## src/hw/rtl/wmid_pkg.sv

```systemverilog
// ----------------------------------------------------------------------------
// wmid_pkg
// Shared types and constants for the windowed motion interval detector.
// ----------------------------------------------------------------------------
`default_nettype none

package wmid_pkg;

   localparam int unsigned CSR_INDEX_W = 2;
   localparam int unsigned CSR_DATA_W  = 32;

   typedef enum logic [CSR_INDEX_W-1:0] {
      CSR_TARGET_ID     = 2'd0,
      CSR_WINDOW_LENGTH = 2'd1,
      CSR_SPEED_LIMIT   = 2'd2
   } csr_index_type;

   localparam logic [31:0] RESET_WINDOW_LENGTH = 32'd1000000;
   localparam logic [31:0] RESET_SPEED_LIMIT   = 32'd65536;

   typedef enum logic [2:0] {
      ST_IDLE,
      ST_PUSH,
      ST_PRUNE,
      ST_MUL,
      ST_FIN
   } state_type;

   // multiply sequence steps
   localparam logic [3:0] STEP_DX     = 4'd0;
   localparam logic [3:0] STEP_DY     = 4'd1;
   localparam logic [3:0] STEP_DZ     = 4'd2;
   localparam logic [3:0] STEP_P      = 4'd3;
   localparam logic [3:0] STEP_PLOAD  = 4'd4;
   localparam logic [3:0] STEP_PLL    = 4'd5;
   localparam logic [3:0] STEP_PLH    = 4'd6;
   localparam logic [3:0] STEP_PHH    = 4'd7;
   localparam logic [3:0] STEP_LAST   = 4'd8;
   localparam logic [3:0] STEP_CMP    = 4'd9;

   typedef struct packed {
      logic        pop;
      logic        push;
      logic        set_flag;
      logic [31:0] new_time;
   } cell_ctrl_type;

endpackage

`default_nettype wire

```

## src/hw/rtl/wmid_cell.sv

```systemverilog
// ----------------------------------------------------------------------------
// wmid_cell
// One window slot: holds a time and a moving flag, shifts toward the head.
// ----------------------------------------------------------------------------
`default_nettype none

module wmid_cell #(
   parameter int unsigned INDEX  = 0,
   parameter int unsigned FILL_W = 7
) (
   input  wire logic                   clock,
   input  wire wmid_pkg::cell_ctrl_type ctrl,
   input  wire logic [FILL_W-1:0]      fill,
   input  wire logic [31:0]            right_time,
   input  wire logic                   right_flag,
   output logic      [31:0]            time_q,
   output logic                        flag_q
);

   localparam logic [FILL_W-1:0] MY_INDEX   = FILL_W'(INDEX);
   localparam logic [FILL_W-1:0] TAIL_INDEX = FILL_W'(INDEX + 1);

   logic [31:0] time_ff, time_in;
   logic        flag_ff, flag_in;

   always_comb begin
      time_in = time_ff;
      flag_in = flag_ff;
      if (ctrl.pop) begin
         time_in = right_time;
         flag_in = right_flag;
      end else if (ctrl.push && fill == MY_INDEX) begin
         time_in = ctrl.new_time;
         flag_in = 1'b0;
      end else if (ctrl.set_flag && fill == TAIL_INDEX) begin
         flag_in = 1'b1;
      end
   end

   always_ff @(posedge clock) begin
      time_ff <= time_in;
      flag_ff <= flag_in;
   end

   assign time_q = time_ff;
   assign flag_q = flag_ff;

endmodule

`default_nettype wire

```

## config.mk

```make
export PLATFORM = sky130hd
export DESIGN_NAME = wmid_cell
export DESIGN_NICKNAME = d
export VERILOG_FILES = /design/src/hw/rtl/wmid_pkg.sv /design/src/hw/rtl/wmid_cell.sv
export SDC_FILE = /design/constraint.sdc
export NUM_CORES = 1
export LEC_CHECK = 0
export ABC_AREA = 1
export BUFFER_PORTS_ARGS = -buffer_cell sky130_fd_sc_hd__buf_2
export CAP_MARGIN = 0
export CORE_ASPECT_RATIO = 1.75
export CORE_MARGIN = 1
export CORE_UTILIZATION = 35
export DETAILED_ROUTE_END_ITERATION = 8
export PLACE_DENSITY = 0.79
export SYNTH_ARGS = -nofsm -noshare
export SYNTH_HDL_FRONTEND = slang
export SYNTH_SLANG_ARGS = --single-unit
```

## constraint.sdc

```tcl
create_clock -name clock -period 2.95 [get_ports clock]
set_input_delay 0.4425 -clock clock [delete_from_list [all_inputs] [get_ports clock]]
set_output_delay 0.4425 -clock clock [all_outputs]
set_load 0.01 [all_outputs]
```

* Word-level counts from Yosys, hierarchy flattened *
Cells that the tools add are included.
Widths: inputs -> output; s select.

word-level totals
  output and inout port bits = 33
  bits in writable memories = 0
  latch bits = 0
  logic and storage cells = 13
  memory bits (read-only) = 0
  memories kept = 0
  register bits = 33

operators by class
  multiplexer cells = 5
  bitwise logic cells = 0
  eq/ne operators = 1
  shift-type cells = 0
  magnitude comparators = 0
  reductions and logical operators = 5
  multiply operators = 0
  divide/modulo/power cells = 0
  add/subtract/negate cells = 0

operator list
  operator            number
  $mux 32             2
  $eq 7x1->1 const B  1
  $logic_not 7->1     1
  $mux 1              3
  $reduce_bool 3->1   1
  $logic_and 1x1->1   2
  $reduce_bool 2->1   1

* Longest topological paths before layout *
Gate-level depths: netlist of run 1.

  word-level depth = 5
  mapped depth = 5

* Least setup slack after synthesis of run 1 *
No wires, ideal clock.

  kind = input-to-reg
  start = input fill[4]
  end = register time_ff[0] (netlist: time_q[0]) (enable)
  required time = 2.560 ns
  slack = 1.151 ns
  buffers on the path = 0
  arrival time = 1.408 ns
  cell stages on the path = 3
  cells stage by stage = nor2_1 -> nand4_1 -> nand2_1

on the way
  word-level cells in the longest chain between the ends = 3

ends and longest elaborated chain
  what                                line             source
  from (decl)                         wmid_cell.sv:13  input wire logic [FILL_W-1:0] fill,
  $logic_not 7->1                     wmid_cell.sv:32  end else if (ctrl.push && fill == MY_INDEX) begin
  $logic_and 1x1->1                   wmid_cell.sv:32
  $reduce_bool 2->1 (no source line)  n/a
  to (signal assigned)                wmid_cell.sv:41  time_ff <= time_in;
  to (decl)                           wmid_cell.sv:23  logic [31:0] time_ff, time_in;

No other way between the ends.
A chain may end at the register's enable or synchronous reset.

* Final worst setup path of run 1 *
  start = input ctrl[34] (netlist bit)
  end = register flag_ff (netlist: flag_q), data pin

on the way
  word-level cells in the longest chain between the ends = 1

ends and longest elaborated chain
  what                  line             source
  from (decl)           wmid_cell.sv:12  input wire wmid_pkg::cell_ctrl_type ctrl,
  $mux 1                wmid_cell.sv:29  if (ctrl.pop) begin
  via flag_in           wmid_cell.sv:24  logic flag_ff, flag_in;
  to (signal assigned)  wmid_cell.sv:42  flag_ff <= flag_in;
  to (decl)             wmid_cell.sv:24

The timed path passes the listed nets, and every way through them passes these cells.

==> results by group, run 1 <==
Status
  • Outcome: complete, no violations

Worst setup path
  • Largest fanout of any net on the critical path: 34
  • Critical path arrival: 1.75 ns
  • Critical Path End Type: flip-flop
  • Required time of the worst setup path: 2.96 ns
  • Launching instance or port of the critical path: ctrl[34]
  • Startpoint kind of the worst setup timing path: input pin
  • Worst setup path class: in2reg

STA
  • Finish-stage setup viols: 0
  • RSZ-0062 raised after global routing: no
  • Least-Margin Pin Slew: 0.6677 ns
  • Final critical-path required period: 1.743 ns
  • Sum of negative setup slack: 0 ns
  • Endpoints failing hold: 0
  • Max-slew violation count: 0
  • F_max: 573.7 MHz
  • Worst max-slew margin expressed relative to the limit: 55.49%
  • Period Utilization, post-route: 59.09%

Yosys
  • Combined area of all synthesized cells: 0.001511 mm2
  • Yosys Warn Count: 0
  • Total of flip-flops plus latches after synthesis: 33
  • Syn nets: 226
  • Sequential share of the synthesized area: 65.56%
  • Average cell area after synthesis: 10.08 um2
  • Count of unique library cells instantiated by Yosys: 11
  • Number of cells produced by synthesis: 150

Die
  • Number of top-level pins: 109
  • Standard cell core area: 0.004150 mm2
  • Full die area: 0.004595 mm2
  • Initial standard-cell utilization of the core: 36.42%
  • Die X-Extent: 51.68 um
  • Row Count: 31
  • Die H: 88.93 um

Clocking
  • Clock tree sinks: 33
  • # Post-CTS Setup Buffers: 0
  • Clock input transition at the sequential cells of the worst setup and hold paths: 0.06 ns
  • Buffers from clock root to sink, at most: 2
  • Number of levels the H-tree was split into: 2
  • Total CTS buffers: 5
  • CTS tree: built
  • Number of buffers inserted by hold repair at cts: 0
  • Clock Root Buffer: sky130_fd_sc_hd__clkbuf_8
  • Post-cts sizing count: 0

GRT
  • Maximum number of pins on one net before global-route repair: 35
  • Number of antenna violations at the first check in global routing: 0
  • Total congestion overflow: 0
  • Global-route wire length before repair: 4871 um
  • Vias in the first global route: 1,222
  • Total global-route track usage: 14.89%

Drt
  • Number of nets with antenna violations after routing: 0
  • Residual DRC: 0
  • Routed via count: 1,377
  • Initial DRT Pass Iterations: 4
  • Routed WL: 3312 um
  • Number of vias per cell after detailed routing: 4.471
  • Number of DRC markers after the initial detailed-route iteration: 41
  • Routed wirelength normalized by instance count: 10.75 um

Finish
  • Share of final-layout standard cells stronger than drive strength 1: 47.88%
  • Number of fill cells in the layout: 415
  • Number of diodes: 0
  • Area growth syn-to-layout: 40.65%
  • Fin cells: 308
  • Number of nets in the final layout: 335
  • Area of combinational cells with multiple inputs: 430.4 um2
  • Most frequent standard cell in the layout excluding fill and tap cells: sky130_fd_sc_hd__buf_2
  • Commonest non-fill, non-tap cells in the layout: sky130_fd_sc_hd__buf_2, sky130_fd_sc_hd__nand2_1, sky130_fd_sc_hd__edfxtp_1, sky130_fd_sc_hd__nand2_2, sky130_fd_sc_hd__clkbuf_8
  • Register cell area after layout: 991.0 um2

Min path
  • Min-Delay Startpoint: ctrl[22]
  • Min-Delay Path Class: in2reg

Power
  • Power density cells: 494.6 mW/mm2
  • Reported leakage power: 1.117 nW
  • Worst IR Drop VDD: 302.3 uV

Placement
  • Port bufs: 108
  • Placed Instances: 301
  • Final estimated routing congestion in global placement: 0.7647

Job
  • Count of maximum capacitance violations: 0
==> cell families after synthesis <==
logic type             share of synthesized area [%]
AND/OR/NAND/NOR                                28.48
flip-flops                                     65.56
buffers and inverters                          5.960
==> stage by stage <==
stage	utilization (%)	setup slack, ns	area [um2]	hold slack (ns)	power [mW]
after floorplan	-	1.152	1511	0.6153	0.6754
after global placement	49.38	0.9596	2049	0.7104	0.7645
after detailed placement	49.38	0.8855	2049	0.7097	0.7702
after CTS	51.22	1.192	2126	0.4196	1.069
after global routing	51.22	1.070	2126	0.4174	1.105
final	51.22	1.207	2126	0.4286	1.051
==> path summary, 6_finish.rpt <==
kind,slack [ns],endpoint,cells after the start
max,1.21,flag_q$_DFFE_PP_,5
min,0.43,time_q[22]$_DFFE_PP_,3
==> flip-flops by register name, summed over array words and instances (netlist names) <==
| signal | count |
|---|---|
| flag_q | 1 |
| time_q | 32 |
==> Yosys cell counts <==
library cell / n / area, um2
sky130_fd_sc_hd__nand2_1: 91 / 341.6
sky130_fd_sc_hd__edfxtp_1: 33 / 991.0
sky130_fd_sc_hd__nand2_2: 9 / 56.30
sky130_fd_sc_hd__nor2_1: 4 / 15.01
sky130_fd_sc_hd__buf_4: 3 / 22.52
sky130_fd_sc_hd__buf_6: 3 / 33.78
sky130_fd_sc_hd__inv_1: 2 / 7.510
sky130_fd_sc_hd__nand4_1: 2 / 12.51
sky130_fd_sc_hd__buf_8: 1 / 15.01
sky130_fd_sc_hd__inv_8: 1 / 11.26
sky130_fd_sc_hd__nand3_1: 1 / 5.000
==> routing by layer <==
layer  vias to the layer above  routed length (um)  global-route usage [%]
met5                         -                   0                       0
met4                         0                  94                   8.600
met3                         8                 209                   3.401
met2                        59                1920                   29.04
met1                       613                1087                   13.33
li1                        697                   -                       -
==> worst max-delay path, stage by stage <==
cell	delay [ns]
sky130_fd_sc_hd__buf_2	0.52
sky130_fd_sc_hd__inv_8	0.20
sky130_fd_sc_hd__nand2_1	0.12
sky130_fd_sc_hd__buf_4	0.37
sky130_fd_sc_hd__nand2_1	0.09
==> power by group <==
part           total [mW]  internal (mW)  switching (mW)
clock               0.295          0.158           0.136
sequential          0.577          0.568         0.00937
combinational       0.179         0.0814          0.0980
total                1.05          0.808           0.244
==> layout make-up <==
| class | count | share of cell area (%) |
|---|---|---|
| inverters | 3 | 0.8829 |
| repair buffers | 109 | 25.78 |
| well taps | 49 | 2.884 |
| clock inverters | 1 | 0.1766 |
| flip-flops and latches | 33 | 46.62 |
| multi-input cells | 107 | 20.25 |
| clock buffers | 6 | 3.414 |
No activity file was read; power rests on OpenSTA's default activity.
==> run 2, diff against run 1 <==
--- a/config.mk
+++ b/config.mk
@@ -12,7 +12,7 @@
 export CORE_MARGIN = 1
 export CORE_UTILIZATION = 35
 export DETAILED_ROUTE_END_ITERATION = 8
-export PLACE_DENSITY = 0.79
+export PLACE_DENSITY = 0.81
 export SYNTH_ARGS = -nofsm -noshare
 export SYNTH_HDL_FRONTEND = slang
 export SYNTH_SLANG_ARGS = --single-unit
==> constraint.sdc (replaced) <==
create_clock -name clock -period 1.6 [get_ports clock]
set_input_delay 0.24 -clock clock [delete_from_list [all_inputs] [get_ports clock]]
set_output_delay 0.24 -clock clock [all_outputs]
set_load 0.01 [all_outputs]
==> run 2 against run 1 <==
Compared with the run above: critical path depth fell by 4; cell area rose by 1.2%; core utilization up 0.60 points; combinational power rose by 90%; first-iteration DRC count down 66%; cell count is 0.65% higher; hold slack lost 0.20 ns; sequential cell count stayed put; die area unchanged; setup slack worse by 0.65 ns; clock power grew 91%.
==> results by group, run 2 (synthesized netlist as in run 1, its figures left out) <==
Finish
  • Number of fill cells in the layout: 397 (-4.3%)
  • Area of combinational cells with multiple inputs: 430.4 um2 (unchanged)
  • Max reg flops: 32 (unchanged)
  • Share of final-layout standard cells stronger than drive strength 1: 48.28% (+0.40 points)
  • Number of diodes: 0 (unchanged)
  • Commonest non-fill, non-tap cells in the layout: sky130_fd_sc_hd__buf_2, sky130_fd_sc_hd__nand2_1, sky130_fd_sc_hd__edfxtp_1, sky130_fd_sc_hd__nand2_2, sky130_fd_sc_hd__clkbuf_8
  • Register cell area after layout: 991.0 um2 (unchanged)
  • Fin cells: 310 (+0.65%)
  • Number of nets in the final layout: 336 (+0.30%)
  • Area growth syn-to-layout: 42.30%
  • Most frequent standard cell in the layout excluding fill and tap cells: sky130_fd_sc_hd__buf_2

Die
  • Number of top-level pins: 109 (unchanged)
  • Die H: 88.93 um (unchanged)
  • Full die area: 0.004595 mm2 (unchanged)
  • Die X-Extent: 51.68 um (unchanged)
  • Standard cell core area: 0.004150 mm2 (unchanged)
  • Row Count: 31 (unchanged)
  • Initial standard-cell utilization of the core: 36.42% (unchanged)

Worst setup path
  • Required time of the worst setup path: 1.36 ns (-1.60 ns)
  • Crit-path max cell delay: 0.38 ns (-0.14 ns)
  • Critical Path End Type: output pin
  • Critical path arrival: 0.81 ns (-0.94 ns)
  • Largest fanout of any net on the critical path: 1 (-97%)
  • Startpoint kind of the worst setup timing path: flip-flop
  • Crit path cell chain: buf_2
  • Top cell family by delay on the critical path: flip-flops
  • CP bufs+invs: 1 (-2)
  • Critical path's slowest cell: sky130_fd_sc_hd__edfxtp_1
  • Worst setup path class: reg2out

GRT
  • Total global-route track usage: 15.75% (+0.86 points)
  • Total congestion overflow: 0 (unchanged)
  • Global-route wire length before repair: 5168 um (+6.1%)
  • Vias in the first global route: 1,184 (-3.1%)
  • Maximum number of pins on one net before global-route repair: 35 (unchanged)
  • Number of antenna violations at the first check in global routing: 0 (unchanged)

STA
  • Max-slew violation count: 0 (unchanged)
  • RSZ-0062 raised after global routing: no
  • F_max: 955.6 MHz
  • Period Utilization, post-route: 65.40%
  • Finish-stage setup viols: 0 (unchanged)
  • Least-Margin Pin Slew: 0.3244 ns (-0.3433 ns)
  • Sum of negative setup slack: 0 ns (unchanged)
  • Endpoints failing hold: 0 (unchanged)
  • Worst max-slew margin expressed relative to the limit: 78.37% (+23 points)
  • Final critical-path required period: 1.046 ns

Placement
  • Final estimated routing congestion in global placement: 0.7165 (-6.3%)
  • Detail Placement HPWL: 2638 um
  • Port bufs: 108 (unchanged)
  • Placed Instances: 302 (+0.33%)

Clocking
  • Buffers from clock root to sink, at most: 2 (unchanged)
  • Total CTS buffers: 5 (unchanged)
  • # Post-CTS Setup Buffers: 0 (unchanged)
  • Clock Root Buffer: sky130_fd_sc_hd__clkbuf_8
  • CTS tree: built
  • Number of levels the H-tree was split into: 2 (unchanged)
  • Post-cts sizing count: 0 (unchanged)
  • Number of buffers inserted by hold repair at cts: 0 (unchanged)
  • Clock input transition at the sequential cells of the worst setup and hold paths: 0.06 ns (about the same)
  • Clock tree sinks: 33 (unchanged)

Drt
  • Number of nets with antenna violations after routing: 0 (unchanged)
  • Number of vias per cell after detailed routing: 4.345 (-2.8%)
  • Initial DRT Pass Iterations: 4 (unchanged)
  • Number of DRC markers after the initial detailed-route iteration: 14 (-66%)
  • Routed WL: 3473 um (+4.9%)
  • Residual DRC: 0 (unchanged)
  • Routed via count: 1,347 (-2.2%)
  • Routed wirelength normalized by instance count: 11.20 um (+4.2%)

Power
  • Power density cells: 914.3 mW/mm2 (+85%)
  • Worst IR Drop VDD: 509.7 uV (+69%)
  • Reported leakage power: 1.131 nW (+1.2%)

Status
  • Outcome: complete, no violations

Job
  • Count of maximum capacitance violations: 0 (unchanged)

Min path
  • Min-Delay Path Class: in2reg
-- run 2: cell type report --
cell class,instances,share of cell area [%]
inverters,3,0.8726
flip-flops and latches,33,46.07
well taps,49,2.850
repair buffers,110,26.41
multi-input cells,107,20.01
clock inverters,3,0.5817
clock buffers,5,3.200
-- run 2: power breakdown --
group	switching, mW	internal (mW)
clock	0.271	0.292
sequential	0.0171	1.05
combinational	0.185	0.155
-- run 2: final timing paths --
path                              from                   to  slack, ns  depth (start not counted)
setup / recovery  time_q[18]$_DFFE_PP_           time_q[18]       0.55                          1
hold / removal                 ctrl[3]  time_q[3]$_DFFE_PP_       0.23                          3
-- run 2: metal layers --
metal | vias up | global-route usage, % | part of all wire (%)
li1 | 699 | - | -
met2 | 56 | 29.28 | 57
met4 | 0 | 9.091 | 3.3
met3 | 10 | 3.231 | 5.0
met5 | - | 0 | 0
met1 | 582 | 15.67 | 35
-- run 2: metrics by stage --
| step | setup slack, ns | cell area [um2] | hold WS, ns | power, mW | utilization (%) |
|---|---|---|---|---|---|
| after CTS | 0.5474 | 2151 | 0.2174 | 1.990 | 51.82 |
| final | 0.5536 | 2151 | 0.2282 | 1.966 | 51.82 |
| after floorplan | 0.003996 | 1511 | 0.4128 | 1.245 | - |
| after global routing | 0.5171 | 2151 | 0.2222 | 2.074 | 51.82 |
| after detailed placement | 0.3381 | 2069 | 0.5106 | 1.427 | 49.86 |
| after global placement | 0.3630 | 2069 | 0.5106 | 1.417 | 49.86 |
==> run 3, diff against run 2 <==
==> constraint.sdc (replaced) <==
create_clock -name clock -period 0.9 [get_ports clock]
set_input_delay 0.135 -clock clock [delete_from_list [all_inputs] [get_ports clock]]
set_output_delay 0.135 -clock clock [all_outputs]
set_load 0.01 [all_outputs]
==> run 3 against run 2 <==
Compared with the run above: sequential power grew 78%; core utilization grew 4.8 points; global-route usage down 0.84 points; sequential cell count unchanged; non-clock buffer count increased by 8; first-iteration DRC count is 50% higher; clock power rose by 75%; the flow now finishes with violations (negative setup slack).
==> results by group, run 3 (synthesized netlist as in run 1, its figures left out) <==
Drt
  • Highest routed layer: met4
  • Sum of met3 wire segment lengths after detailed routing: 196 um (+13%)
  • Number of nets with antenna violations after routing: 0 (unchanged)
  • Routed via count: 1,414 (+5.0%)
  • Metal1 wirelength: 1122 um (-8.0%)
  • Number of vias per cell after detailed routing: 4.447 (+2.3%)
  • Initial DRT Pass Iterations: 4 (unchanged)
  • Residual DRC: 0 (unchanged)
  • Routed wirelength normalized by instance count: 11.11 um (-0.86%)
  • Number of DRC markers after the initial detailed-route iteration: 21 (+7)
  • Met2 Routed Length: 2076 um (+5.7%)
  • Routed WL: 3532 um (+1.7%)

GRT
  • Vias in the first global route: 1,269 (+7.2%)
  • Global-route wire length before repair: 4988 um (-3.5%)
  • Total congestion overflow: 0 (unchanged)
  • Total global-route track usage: 14.91% (-0.84 points)
  • Maximum number of pins on one net before global-route repair: 34 (-2.9%)
  • Number of antenna violations at the first check in global routing: 0 (unchanged)

Job
  • Count of maximum capacitance violations: 0 (unchanged)

Finish
  • Number of diodes: 0 (unchanged)
  • Fin cells: 318 (+2.6%)
  • Register cell area after layout: 991.0 um2 (unchanged)
  • Area of combinational cells with multiple inputs: 457.9 um2 (+6.4%)
  • Number of fill cells in the layout: 392 (-1.3%)
  • Share of final-layout standard cells stronger than drive strength 1: 51.67% (+3.4 points)
  • Commonest non-fill, non-tap cells in the layout: sky130_fd_sc_hd__buf_2, sky130_fd_sc_hd__nand2_1, sky130_fd_sc_hd__edfxtp_1, sky130_fd_sc_hd__nand2_2
  • Most frequent standard cell in the layout excluding fill and tap cells: sky130_fd_sc_hd__buf_2
  • Number of nets in the final layout: 344 (+2.4%)
  • Area growth syn-to-layout: 55.38%
  • Max reg flops: 32 (unchanged)

Status
  • Failing checks: negative setup slack
  • Outcome: finished, violations left

Min path
  • Min-Delay Startpoint: ctrl[0]
  • Min-Delay Path Class: in2reg

Power
  • Design Power: 3.582 mW (+82%)
  • Reported leakage power: 1.209 nW (+6.9%)
  • Switch Pwr: 822.5 uW (+74%)
  • Internal Power: 2.759 mW (+85%)
  • Power density cells: 1525 mW/mm2 (+67%)
  • Logic pwr share: 19.7% (+2.4 points)
  • Fraction of power consumed by sequential logic: 52.7% (-1.4 points)
  • Clock Power Share: 27.6% (-1.0 points)
  • Worst IR Drop VDD: 881.2 uV (+73%)
  • Sw Share: 22.96% (-1.1 points)

Worst setup path
  • Crit-path max cell delay: 0.37 ns (about the same)
  • Top cell family by delay on the critical path: flip-flops
  • Critical Path End Type: output pin
  • Worst setup path class: reg2out
  • Required time of the worst setup path: 0.76 ns (-0.60 ns)
  • CP bufs+invs: 1 (unchanged)
  • Largest fanout of any net on the critical path: 1 (unchanged)
  • Critical path's slowest cell: sky130_fd_sc_hd__edfxtp_1
  • Launching instance or port of the critical path: time_q[1]$_DFFE_PP_
  • Startpoint kind of the worst setup timing path: flip-flop
  • Crit path cell chain: buf_2
  • Critical path arrival: 0.78 ns (-0.03 ns)

Clocking
  • Clock input transition at the sequential cells of the worst setup and hold paths: 0.06 ns (about the same)
  • Total CTS buffers: 5 (unchanged)
  • Clock tree sinks: 33 (unchanged)
  • Number of buffers inserted by hold repair at cts: 0 (unchanged)
  • Number of levels the H-tree was split into: 2 (unchanged)
  • Buffers from clock root to sink, at most: 2 (unchanged)
  • CTS tree: built
  • Clock Root Buffer: sky130_fd_sc_hd__clkbuf_8

Die
  • Number of top-level pins: 109 (unchanged)
  • Standard cell core area: 0.004150 mm2 (unchanged)
  • Die H: 88.93 um (unchanged)
  • Die X-Extent: 51.68 um (unchanged)
  • Full die area: 0.004595 mm2 (unchanged)
  • Initial standard-cell utilization of the core: 36.42% (unchanged)
  • Row Count: 31 (unchanged)

STA
  • RSZ-0062 raised after global routing: yes
  • Worst hold margin: 0.1278 ns (-0.1004 ns)
  • Period Utilization, post-route: 102.1%
  • Final worst setup slack: -0.01907 ns (-0.5726 ns)
  • Endpoints failing hold: 0 (unchanged)
  • Finish-stage setup viols: 17 (+17)
  • Worst max-slew margin expressed relative to the limit: 89.21% (+11 points)
  • F_max: 1088 MHz
  • Final critical-path required period: 0.9191 ns
  • Least-Margin Pin Slew: 0.1614 ns (-0.1630 ns)
  • Max-slew violation count: 0 (unchanged)
  • Sum of negative setup slack: -0.1181 ns (-0.1181 ns)

Placement
  • Placed Instances: 305 (+0.99%)
  • Detail Placement HPWL: 2704 um (+2.5%)
  • Port bufs: 108 (unchanged)
  • Final estimated routing congestion in global placement: 0.7732 (+7.9%)
  • Pre-CTS setup slack: -0.2753 ns (-0.6133 ns)
==> run 3: changes by cell type in the layout (fill, tap and decap cells not counted), sizes merged <==
cell | previous run | this run
buf | 110 | 116
clkbuf | 5 | 10
clkinv | 3 | 0
==> run 3: repair_timing <==
action                                 CTS  global route
pin swaps                                0             5
gates resized for setup                  0             4
setup buffers                            0             2
setup endpoints to repair               33            52
cloned                                   0             3
endpoints found under the hold margin    0             0
==> run 3: power groups by stage <==
stage	clock, mW	sequential, mW	combinational [mW]
final	0.988	1.89	0.705
after global routing	1.10	1.90	0.774
after CTS	1.03	1.89	0.668
after detailed placement	0	1.92	0.667
after global placement	0	1.92	0.653
after floorplan	0	2.01	0.210
==> run 3: metrics by stage <==
stage	area (um2)	util [%]
final	2349	56.59
after global routing	2349	56.59
after CTS	2255	54.33
after detailed placement	2175	52.40
after global placement	2175	52.40
after floorplan	1544	-
==> run 3: layout make-up <==
| class | count | share of cell area, % |
|---|---|---|
| multi-input cells | 107 | 19.50 |
| repair buffers | 118 | 31.17 |
| flip-flops and latches | 33 | 42.20 |
| well taps | 49 | 2.611 |
| clock buffers | 8 | 3.410 |
| inverters | 3 | 1.119 |
==> run 3: path summary, 6_finish.rpt <==
check | endpoint | cells after the start
worst max-delay path | time_q[1] | 1
worst min-delay path | time_q[0]$_DFFE_PP_ | 3
==> run 3: worst min-delay path: stages <==
cell                      delay [ns]
sky130_fd_sc_hd__buf_2          0.07
sky130_fd_sc_hd__nand2_1        0.04
sky130_fd_sc_hd__nand2_1        0.04
==> run 3: per-layer routing <==
metal	vias up	GRT usage, %
met2	67	27.86
met1	617	13.94
met4	0	10.32
met5	-	0
met3	14	3.061
li1	716	-
